**config.mk**
```make
export PLATFORM = sky130hd
export DESIGN_NAME = rc_pulse_width_decoder
export DESIGN_NICKNAME = d
export VERILOG_FILES = /design/src/rtl/core/rcpwd_pkg.sv /design/src/rtl/core/rcpwd_lane.sv /design/src/rtl/core/rcpwd_merge.sv /design/src/rtl/core/rc_pulse_width_decoder.sv
export SDC_FILE = /design/constraint.sdc
export NUM_CORES = 2
export LEC_CHECK = 0
export BUFFER_PORTS_ARGS = -buffer_cell sky130_fd_sc_hd__buf_2
export CORE_MARGIN = 3
export CORE_UTILIZATION = 29
export DETAILED_ROUTE_END_ITERATION = 10
export PLACE_DENSITY = 0.44
export SETUP_SLACK_MARGIN = 0.2
export SLEW_MARGIN = 20
export SYNTH_ARGS = -nofsm -noshare
export SYNTH_HDL_FRONTEND = slang
export SYNTH_SLANG_ARGS = --single-unit
```
**constraint.sdc**
```tcl
create_clock -name clk -period 6.4 [get_ports clk]
set_input_delay 0.96 -clock clk [delete_from_list [all_inputs] [get_ports clk]]
set_output_delay 0.96 -clock clk [all_outputs]
set_load 0.01 [all_outputs]
```
**src/rtl/core/rcpwd_pkg.sv**
```systemverilog
// Shared types and constants for the RC pulse width decoder.
package rcpwd_pkg;

	localparam int NUM_LANES = 4;

	// Lane order, also the bit order of the pin level vector
	localparam int LANE_SPEED  = 0;
	localparam int LANE_STEER  = 1;
	localparam int LANE_MOW    = 2;
	localparam int LANE_SWITCH = 3;

	// Configuration register indexes
	localparam int CFG_IDX_W = 8;
	localparam int CFG_DATA_W = 12;
	localparam logic [CFG_IDX_W-1:0] REG_CENTER_US = 8'd0;
	localparam logic [CFG_IDX_W-1:0] REG_DEADBAND  = 8'd1;

	localparam logic [11:0] CENTER_RESET   = 12'd1500;
	localparam logic [7:0]  DEADBAND_RESET = 8'd5;

	// x/17 == (x * RECIP_17) >> RECIP_SHIFT, exact for x < 2^19
	localparam logic [19:0] RECIP_17    = 20'd986896;
	localparam int          RECIP_SHIFT = 24;

	localparam logic signed [16:0] MOW_OFFSET = 17'sd100;

	localparam int FIFO_DEPTH_DEF = 8;

	typedef struct packed {
		logic               upd;
		logic signed [15:0] value;
	} lane_res_t;

endpackage

```
**src/rtl/core/rcpwd_lane.sv**
```systemverilog
// One pulse decode lane: edge detect, width measure, scaling and deadband.
module rcpwd_lane (
	input  logic                clk,
	input  logic                arst_n,
	input  logic                acc,
	input  logic [31:0]         time_us,
	input  logic                level,
	input  logic [11:0]         center_us,
	input  logic [7:0]          deadband,
	output rcpwd_pkg::lane_res_t res
);
	import rcpwd_pkg::*;

	logic        last_q;
	logic [31:0] rise_q;
	logic [31:0] width;
	logic [15:0] width_sat;

	logic        fall_s1;
	logic [15:0] width_s1;
	logic        fall_s2;
	logic        neg_s2;
	logic [18:0] mag_s2;
	logic        fall_s3;
	logic        neg_s3;
	logic [38:0] prod_s3;

	logic signed [16:0] diff;
	logic [19:0]        d_x;
	logic [19:0]        d5;
	logic [19:0]        mag20;
	logic [38:0]        prod;
	logic [14:0]        quo;
	logic [15:0]        val;

	// stage 0: edge detect and width, saturated to 16 bits
	assign width = time_us - rise_q;
	assign width_sat = (|width[31:16]) ? 16'hFFFF : width[15:0];

	always_ff @(posedge clk or negedge arst_n) begin
		if (!arst_n) begin
			last_q <= 1'b0;
			rise_q <= 32'd0;
			fall_s1 <= 1'b0;
			fall_s2 <= 1'b0;
			fall_s3 <= 1'b0;
		end else begin
			if (acc) begin
				last_q <= level;
				if (level && !last_q) begin
					rise_q <= time_us;
				end
			end
			fall_s1 <= acc && !level && last_q;
			fall_s2 <= fall_s1;
			fall_s3 <= fall_s2;
		end
	end

	// stage 1: (width - center) * 5, split into sign and magnitude
	assign diff = $signed({1'b0, width_s1}) - $signed({5'b0, center_us});
	assign d_x = {{3{diff[16]}}, diff};
	assign d5 = {d_x[17:0], 2'b00} + d_x;
	assign mag20 = d5[19] ? (20'd0 - d5) : d5;

	// stage 2: divide by 17 through reciprocal multiply
	assign prod = {20'd0, mag_s2} * {19'd0, RECIP_17};

	always_ff @(posedge clk) begin
		width_s1 <= width_sat;
		neg_s2 <= d5[19];
		mag_s2 <= mag20[18:0];
		neg_s3 <= neg_s2;
		prod_s3 <= prod;
	end

	// stage 3: restore sign, apply deadband
	assign quo = prod_s3[38:RECIP_SHIFT];
	always_comb begin
		if (quo < {7'd0, deadband}) begin
			val = 16'd0;
		end else if (neg_s3) begin
			val = 16'd0 - {1'b0, quo};
		end else begin
			val = {1'b0, quo};
		end
	end

	assign res.upd = fall_s3;
	assign res.value = $signed(val);

endmodule

```
**src/rtl/core/rcpwd_merge.sv**
```systemverilog
// Held channel values, mow conversion and the result queue.
module rcpwd_merge #(
	parameter int FIFO_DEPTH = rcpwd_pkg::FIFO_DEPTH_DEF
) (
	input  logic                                         clk,
	input  logic                                         arst_n,
	input  logic                                         valid_s3,
	input  rcpwd_pkg::lane_res_t [rcpwd_pkg::NUM_LANES-1:0] lane_res,
	input  logic                                         out_stall,
	output logic                                         out_valid,
	output logic                                         pop,
	output logic signed [15:0]                           speed_value,
	output logic signed [15:0]                           steer_value,
	output logic [13:0]                                  mow_value,
	output logic signed [15:0]                           switch_value
);
	import rcpwd_pkg::*;

	localparam int PTR_W = (FIFO_DEPTH > 1) ? $clog2(FIFO_DEPTH) : 1;
	localparam int CNT_W = $clog2(FIFO_DEPTH + 1);
	localparam logic [PTR_W-1:0] PTR_LAST = PTR_W'(FIFO_DEPTH - 1);

	typedef struct packed {
		logic signed [15:0] speed;
		logic signed [15:0] steer;
		logic [13:0]        mow;
		logic signed [15:0] sw;
	} held_t;

	held_t held_q;
	held_t held_nxt;
	held_t mem_q [FIFO_DEPTH];

	logic [PTR_W-1:0]  wr_ptr_q;
	logic [PTR_W-1:0]  rd_ptr_q;
	logic [CNT_W-1:0]  count_q;
	logic signed [16:0] mow_sum;

	assign mow_sum = {lane_res[LANE_MOW].value[15], lane_res[LANE_MOW].value} + MOW_OFFSET;

	always_comb begin
		held_nxt = held_q;
		if (lane_res[LANE_SPEED].upd) begin
			held_nxt.speed = lane_res[LANE_SPEED].value;
		end
		if (lane_res[LANE_STEER].upd) begin
			held_nxt.steer = lane_res[LANE_STEER].value;
		end
		if (lane_res[LANE_MOW].upd) begin
			held_nxt.mow = mow_sum[16] ? 14'd0 : mow_sum[14:1];
		end
		if (lane_res[LANE_SWITCH].upd) begin
			held_nxt.sw = lane_res[LANE_SWITCH].value;
		end
	end

	assign out_valid = (count_q != '0);
	assign pop = out_valid && !out_stall;

	always_ff @(posedge clk or negedge arst_n) begin
		if (!arst_n) begin
			held_q <= '0;
			wr_ptr_q <= '0;
			rd_ptr_q <= '0;
			count_q <= '0;
		end else begin
			if (valid_s3) begin
				held_q <= held_nxt;
				wr_ptr_q <= (wr_ptr_q == PTR_LAST) ? '0 : wr_ptr_q + 1'b1;
			end
			if (pop) begin
				rd_ptr_q <= (rd_ptr_q == PTR_LAST) ? '0 : rd_ptr_q + 1'b1;
			end
			if (valid_s3 && !pop) begin
				count_q <= count_q + 1'b1;
			end else if (pop && !valid_s3) begin
				count_q <= count_q - 1'b1;
			end
		end
	end

	always_ff @(posedge clk) begin
		if (valid_s3) begin
			mem_q[wr_ptr_q] <= held_nxt;
		end
	end

	assign speed_value = mem_q[rd_ptr_q].speed;
	assign steer_value = mem_q[rd_ptr_q].steer;
	assign mow_value = mem_q[rd_ptr_q].mow;
	assign switch_value = mem_q[rd_ptr_q].sw;

	a_count_max: assert property (@(posedge clk) disable iff (!arst_n)
		count_q <= CNT_W'(FIFO_DEPTH))
		else $error("result queue overflow");
	a_no_write_full: assert property (@(posedge clk) disable iff (!arst_n)
		(count_q == CNT_W'(FIFO_DEPTH)) |-> !valid_s3)
		else $error("write into full result queue");
	a_held_only_on_item: assert property (@(posedge clk) disable iff (!arst_n)
		!$past(valid_s3) |-> $stable(held_q))
		else $error("held values changed without an item");

endmodule

```
**src/rtl/core/rc_pulse_width_decoder.sv**
```systemverilog
// Top level of the four channel RC servo pulse width decoder.
// Each request carries a microsecond timestamp and the pin levels of the speed,
// steer, mow and switch channels. A rising edge latches the timestamp; a falling
// edge measures the high time (mod 2^32, saturated to 65535) and decodes it as
// (width - center_us) * 5 / 17 truncated toward zero, with magnitudes under
// deadband forced to zero; mow reports max(0, (v + 100) / 2). Every request
// produces one result holding the four current values. One request is taken
// per cycle while in_stall is low; its result passes through valid_s1, valid_s2
// and valid_s3 and is written into the result queue, where it raises out_valid. The
// latency is set by the lane pipeline (width, scale, reciprocal multiply,
// deadband/merge). Requests are accepted while fewer than FIFO_DEPTH results
// are in flight or queued, so in_stall rises only after out_stall has held
// results back long enough to fill the queue. Configuration writes are always
// ready and should only be issued while the block is idle.
module rc_pulse_width_decoder #(
	parameter int FIFO_DEPTH = rcpwd_pkg::FIFO_DEPTH_DEF
) (
	input  logic                             clk,
	input  logic                             arst_n,
	// configuration write channel
	input  logic                             cfg_valid,
	output logic                             cfg_ready,
	input  logic [rcpwd_pkg::CFG_IDX_W-1:0]  cfg_index,
	input  logic [rcpwd_pkg::CFG_DATA_W-1:0] cfg_data,
	// request channel
	input  logic                             in_valid,
	output logic                             in_stall,
	input  logic [31:0]                      time_us,
	input  logic                             speed_level,
	input  logic                             steer_level,
	input  logic                             mow_level,
	input  logic                             switch_level,
	// result channel
	output logic                             out_valid,
	input  logic                             out_stall,
	output logic signed [15:0]               speed_value,
	output logic signed [15:0]               steer_value,
	output logic [13:0]                      mow_value,
	output logic signed [15:0]               switch_value
);
	import rcpwd_pkg::*;

	localparam int OCC_W = $clog2(FIFO_DEPTH + 1);

	logic [11:0]      center_q;
	logic [7:0]       deadband_q;
	logic [OCC_W-1:0] occ_q;
	logic             acc;
	logic             pop;
	logic             valid_s1;
	logic             valid_s2;
	logic             valid_s3;
	logic [NUM_LANES-1:0] levels;
	logic [NUM_LANES-1:0] upd_vec;
	lane_res_t [NUM_LANES-1:0] lane_res;

	// config registers
	assign cfg_ready = 1'b1;

	always_ff @(posedge clk or negedge arst_n) begin
		if (!arst_n) begin
			center_q <= CENTER_RESET;
			deadband_q <= DEADBAND_RESET;
		end else if (cfg_valid) begin
			if (cfg_index == REG_CENTER_US) begin
				center_q <= cfg_data;
			end else if (cfg_index == REG_DEADBAND) begin
				deadband_q <= cfg_data[7:0];
			end
		end
	end

	// occupancy: requests accepted whose results have not been taken yet
	assign in_stall = (occ_q == OCC_W'(FIFO_DEPTH));
	assign acc = in_valid && !in_stall;

	always_ff @(posedge clk or negedge arst_n) begin
		if (!arst_n) begin
			occ_q <= '0;
			valid_s1 <= 1'b0;
			valid_s2 <= 1'b0;
			valid_s3 <= 1'b0;
		end else begin
			if (acc && !pop) begin
				occ_q <= occ_q + 1'b1;
			end else if (pop && !acc) begin
				occ_q <= occ_q - 1'b1;
			end
			valid_s1 <= acc;
			valid_s2 <= valid_s1;
			valid_s3 <= valid_s2;
		end
	end

	// one lane per channel
	assign levels[LANE_SPEED] = speed_level;
	assign levels[LANE_STEER] = steer_level;
	assign levels[LANE_MOW] = mow_level;
	assign levels[LANE_SWITCH] = switch_level;

	for (genvar i = 0; i < NUM_LANES; i++) begin : g_lane
		rcpwd_lane u_lane (
			.clk       (clk),
			.arst_n    (arst_n),
			.acc       (acc),
			.time_us   (time_us),
			.level     (levels[i]),
			.center_us (center_q),
			.deadband  (deadband_q),
			.res       (lane_res[i])
		);
		assign upd_vec[i] = lane_res[i].upd;
	end

	rcpwd_merge #(
		.FIFO_DEPTH (FIFO_DEPTH)
	) u_merge (
		.clk          (clk),
		.arst_n       (arst_n),
		.valid_s3     (valid_s3),
		.lane_res     (lane_res),
		.out_stall    (out_stall),
		.out_valid    (out_valid),
		.pop          (pop),
		.speed_value  (speed_value),
		.steer_value  (steer_value),
		.mow_value    (mow_value),
		.switch_value (switch_value)
	);

	a_occ_max: assert property (@(posedge clk) disable iff (!arst_n)
		occ_q <= OCC_W'(FIFO_DEPTH))
		else $error("occupancy above queue depth");
	a_upd_needs_item: assert property (@(posedge clk) disable iff (!arst_n)
		(upd_vec != '0) |-> valid_s3)
		else $error("lane update without a request in flight");
	a_stall_has_result: assert property (@(posedge clk) disable iff (!arst_n)
		(in_stall && !valid_s1 && !valid_s2 && !valid_s3) |-> out_valid)
		else $error("stalled with nothing queued");
	a_pop_has_occ: assert property (@(posedge clk) disable iff (!arst_n)
		pop |-> (occ_q != '0))
		else $error("result taken with no request outstanding");

endmodule
```
; After elaboration in Yosys (flattened, before gate mapping)
; Memory sizes are Yosys's and may differ from the RTL's.
; Cells that the tools add are included.
[op_classes]
add_sub_neg = 27
multipliers = 4
order_cmp = 4
n_eq_ne = 4
mux = 25
n_bitwise = 1
n_reduce_logical = 45
[op_table]
columns = operator, count
row1 = $mux W16, 11
row2 = $mul A19 B16 Y35 const B, 4
row3 = $sub A32 B32 Y32, 4
row4 = $add A19 B17 Y20, 4
row5 = $mux W19, 4
row6 = $sub A1 B19 Y19 const A, 4
row7 = $sub A16 B12 Y17, 4
row8 = $reduce_or A16 Y1, 4
row9 = $sub A1 B15 Y16 const A, 4
row10 = $lt A15 B8 Y1, 4
row11 = $mux W14, 2
row12 = $logic_and A1 B1 Y1, 18
row13 = $add A16 B8 Y17 const B, 1
row14 = $mux W4, 4
row15 = $logic_not A1 Y1, 13
row16 = $reduce_and A2 Y1, 5
row17 = $add A4 B1 Y4 const B, 2
row18 = $eq A8 B1 Y1 const B, 1
row19 = $logic_not A8 Y1, 1
row20 = $sub A4 B1 Y4 const B, 2
row21 = $add A3 B1 Y3 const B, 2
row22 = $eq A3 B3 Y1 const B, 2
row23 = $mux W3, 2
row24 = $eq A4 B4 Y1 const B, 1
row25 = 5 further kinds, 7
[word_totals]
register_bits = 531
mem_bits_rw = 496
output_inout_bits = 65
wordCells = 164
n_memories = 1
[memory_table]
columns = memory, depth, width, rd, rd_clocked_by_memory_dff, write_ports, line
row1 = u_merge.mem_q, 8, 62, 1, 0, 1, rcpwd_merge.sv:32  ; held_t mem_q [FIFO_DEPTH];

; Depth between registers and ports, before layout
[depth]
depth_word = 7
mapped_depth = 23
ltp_nobuf = 23

; By module
; Synthesis repeated with hierarchy kept, for this count alone.
[hier_totals]
cells_unflattened = 5981
hier_area_um2 = 68146.6
[by_module_without_submodules]
columns = mod, n_inst, cells_per_inst, area_each_um2, seq_area_each_um2
row1 = rcpwd_merge, 1, 1070, 22480.3, 16696.0
row2 = rcpwd_lane (g_lane[2].u_lane), 1, 1226, 11240.8, 1941.9
row3 = rcpwd_lane (g_lane[1].u_lane), 1, 1203, 11182.0, 1941.9
row4 = rcpwd_lane (g_lane[3].u_lane), 1, 1213, 11014.3, 1941.9
row5 = rcpwd_lane (g_lane[0].u_lane), 1, 1186, 11010.6, 1941.9
row6 = rc_pulse_width_decoder, 1, 83, 1218.7, 686.9

; Least setup slack after synthesis
; OpenSTA, ideal clock, no wires.
[synth_timing]
kind = reg2reg
start = reg g_lane[2].u_lane.mag_s2[3]
end = reg g_lane[2].u_lane.prod_s3[38]
arrival_ns = 5.697
setup_slack_ns = 0.582
stages_incl_launch_ff = 22
period_less_slack_ns = 5.818
cell_sequence = dfxtp_1 -> inv_1 -> fa_1 -> fa_1 -> inv_1 -> fa_1 -> fa_1 -> inv_1 -> fa_1 -> fa_1 -> inv_1 -> ha_1 -> a21o_1 -> a21o_1 -> a21oi_1 -> o211ai_1 -> o221ai_1 -> o21ai_0 -> or4b_2 -> a31oi_1 -> o21bai_1 -> xnor2_1
[synth_between]
elab_chain_cells = 1
[synth_lines]
columns = item, line
row1 = "start, declared", rcpwd_lane.sv:23  ; logic [18:0] mag_s2;
row2 = "start signal, assigned", rcpwd_lane.sv:72  ; mag_s2 <= mag20[18:0];
row3 = $mul A19 B16 Y35, rcpwd_lane.sv:67  ; assign prod = {20'd0, mag_s2} * {19'd0, RECIP_17};
row4 = net g_lane[2].u_lane.prod[38], rcpwd_lane.sv:32  ; logic [38:0] prod;
row5 = "end signal, assigned", rcpwd_lane.sv:74  ; prod_s3 <= prod;
row6 = "end, declared", rcpwd_lane.sv:26  ; logic [38:0] prod_s3;
; The timed path passes the listed nets, and every way through them passes these cells.
; A chain may end at the register's enable or synchronous reset.

; Final worst setup path
[layout_timing]
start = reg g_lane[2].u_lane.mag_s2[2]
end = reg g_lane[2].u_lane.prod_s3[38]
; The elaborated chain is that of the path after synthesis.

==> results.yml <==
run_status:
  status: "complete, no violations"
floorplan:
  core_area_um2: 226200
  die_width_um: 484.2
  fp-row-count: 174
  die_area_um2: 234400
  initial_core_util_pct: 29.31
  die_y_um: 484.2
  pin_count: 126
final_layout:
  final_common_cell: "ha_1"
  layout-drive-gt1-share_pct: 13.86
  n_fill_cell: 22723
  nets: 7160
  mostFrequentLayoutCells: "ha_1, inv_1, edfxtp_1"
  area_growth_pct: 12.68
timing:
  finalHoldViolations: 0
  skew_ns: 0.08844
  maxSlewHeadroom_pct: 28.60
  tightest_slew_ns: 1.060
  fmax_mhz: 167.2
  slew_violations: 0
  rsz0062_at_grt: "yes"
  fin_crit_sh_pct: 93.47
  period_needed_ns: 5.982
  setup_ws_ns: 0.4181
  tns_ns: 0
  final-setup-viol-count: 0
global_routing:
  grt_usage_pct: 13.65
  first_global_vias: 43767
  grt_max_degree: 84
  antenna_found_initial: 23
  grt_first_pass_wirelength_um: 255500
  overflow: 0
drt:
  vias_per_cell: 4.644
  wl_per_cell_um: 17.75
  vias: 41953
  dr.pass1.iters: 5
  ant_nets: 0
  drc: 0
  drtIter0Drc: 2285
  wl_um: 160300
critical_path:
  startpoint: "g_lane[2].u_lane.mag_s2[2]$_DFF_P_"
  ff2ff_setup_slack_ns: 0.42
  cp_max_fo: 5
  r2r-start: "g_lane[2].u_lane.mag_s2[2]$_DFF_P_"
  cpMaxStageDelayCell: "or4b_2"
  crit_path_max_incr_delay_ns: 0.70
  reg2reg_depth: 21
  path_common_cell: "fa_1"
  crit-reg2reg-capture: "g_lane[2].u_lane.prod_s3[38]$_DFF_P_"
  end_kind: "flip-flop"
  critPathLaunchType: "flip-flop"
  critPathArrivalTime_ns: 6.60
  crit_type: "reg2reg"
  cp.required_ns: 7.02
  worstPathCellList: "fa_1 -> inv_1 -> fa_1 -> inv_1 -> fa_1 -> fa_1 -> inv_1 -> fa_1 -> fa_1 -> inv_1 -> ha_1 -> a21o_1 -> a21o_1 -> a21oi_2 -> o211ai_1 -> o221ai_2 -> o21ai_2 -> or4b_2 -> a31oi_4 -> o21bai_1 -> xnor2_1"
place:
  pre_cts_slack_ns: 0.1359
  globalplace.congestion: 0.8002
  post-dp-hpwl_um: 122100
  io_buffers: 124
synthesis:
  synth_top_cell_by_area: "edfxtp_1"
  synthCells: 5769
  ys_warn_count: 0
  syn_area_um2: 66310
  postSynthAreaPerCell_um2: 11.49
  synth_edf_count: 496
  syn_nets: 6990
  synth.yosys.seq_area_share_pct: 37.93
  synth_ff_type: "edfxtp_1"
  yosysTopAreaCellShare_pct: 22.46
  ys_top_cells_by_area: "edfxtp_1, ha_1, fa_1, dfrtp_1, dfxtp_1"
  async_flop_share_pct: 25.66
  ys_ff_latch: 947
  synth.distinct_cells: 106
clock_tree:
  clk_latency_ns: 0.77
  postCtsHoldBufs: 0
  cts_root_buffer: "clkbuf_16"
  htree_levels: 3
  cts.clk_slew.worst_paths_ns: 0.06
  numCtsBuffers: 106
  cts_buffer_depth: 3
  cts.sinks: 947
  cts_tree: "done"
job:
  max_cap_violations: 0
min_path:
  min_path_type: "in2async"
-- metal layers --
| metal | track usage [%] | share of wire [%] | routed length (um) |
|---|---|---|---|
| met5 | 0 | 0.065 | 104 |
| met4 | 3.065 | 2.1 | 3303 |
| met3 | 1.927 | 3.1 | 4983 |
| met2 | 22.52 | 46 | 74040 |
| met1 | 18.94 | 49 | 77910 |
-- how the worst max path moves through the flow --
stage / to / slack (ns)
finish: g_lane[2].u_lane.prod_s3[38]$_DFF_P_ / 0.42
global route: g_lane[2].u_lane.prod_s3[38]$_DFF_P_ / 0.16
CTS: g_lane[2].u_lane.prod_s3[38]$_DFF_P_ / 0.22
detailed placement: g_lane[2].u_lane.prod_s3[38]$_DFF_P_ / 0.14
global placement: g_lane[2].u_lane.prod_s3[38]$_DFF_P_ / 0.18
floorplan: g_lane[2].u_lane.prod_s3[38]$_DFF_P_ / 0.58
-- cell usage after synthesis, drive strengths merged (57+ instances only) --
library cell,instances
ha,794
inv,724
edfxtp,496
fa,366
nand2,327
nor2,281
mux2,245
a21oi,234
dfrtp,234
o21ai,222
xnor2,222
dfxtp,208
xor2,154
mux4,124
a21o,118
clkbuf,113
nand3,86
o31ai,72
nor3,69
o21a,57
-- state kept, by name (all words and copies together), names as in the netlist, 8 cells and up --
name and flops:
g_lane.u_lane.mag_s2 76, center_q 12, g_lane.u_lane.width_s1 64, g_lane.u_lane.prod_s3 60, u_merge.mem_q 496, deadband_q 8
u_merge.held_q 62, g_lane.u_lane.rise_q 128
-- through the flow --
| step | std cells | cell area (um^2) | utilization (%) | hold slack, ns |
|---|---|---|---|---|
| 3_3_place_gp | 8822 | 70790 | 31.29 | 0.3339 |
| 6_report | 9034 | 74720 | 33.03 | 0.1965 |
| 4_1_cts | 9023 | 74630 | 32.99 | 0.2043 |
| 3_5_place_dp | 8822 | 70790 | 31.29 | 0.3355 |
| 2_1_floorplan | 5769 | 66310 | - | 0.3096 |
| 5_1_grt | 9027 | 74700 | 33.02 | 0.2333 |
-- area by class of cell --
cell class | count | area [um^2] | share of cell area [%]
Antenna cell | 10 | 25.02 | 0.03349
Timing Repair Buffer | 195 | 1189 | 1.591
Multi-Input combinational cell | 3963 | 38030 | 50.89
Clock buffer | 147 | 3008 | 4.026
Sequential cell | 947 | 25170 | 33.68
Clock inverter | 54 | 833.3 | 1.115
Tap cell | 2992 | 3744 | 5.010
Inverter | 726 | 2725 | 3.647
-- cell families after synthesis --
group,Yosys count,synth area share (%)
flops,947,37.93
simple gates,1065,7.761
compound gates,980,9.778
xor+xnor,376,4.978
mux,381,8.554
fa+ha+maj,1160,26.03
buf+inv,859,4.961
other cells,1,0.005655
-- critical path, delay by kind of cell, from the launching register on --
| kind | cells | cell delay (ns) |
|---|---|---|
| xor gates and xnor gates | 1 | 0.12 |
| and+or+nand+nor | 1 | 0.70 |
| DFF | 1 | 0.37 |
| AOI/OAI and AO/OA | 8 | 1.27 |
| adders and majority gates | 7 | 3.21 |
| buffers and inverters | 4 | 0.21 |
-- what timing repair did --
item                       4_1_cts  5_1_grt
setup buffers                    0        1
setup endpoints to repair        4       10
resized for setup                2       13
pin swaps                        0        3
Power is not shown: default switching activity piles up to over one toggle a cycle in this logic, so the estimate is an artifact.
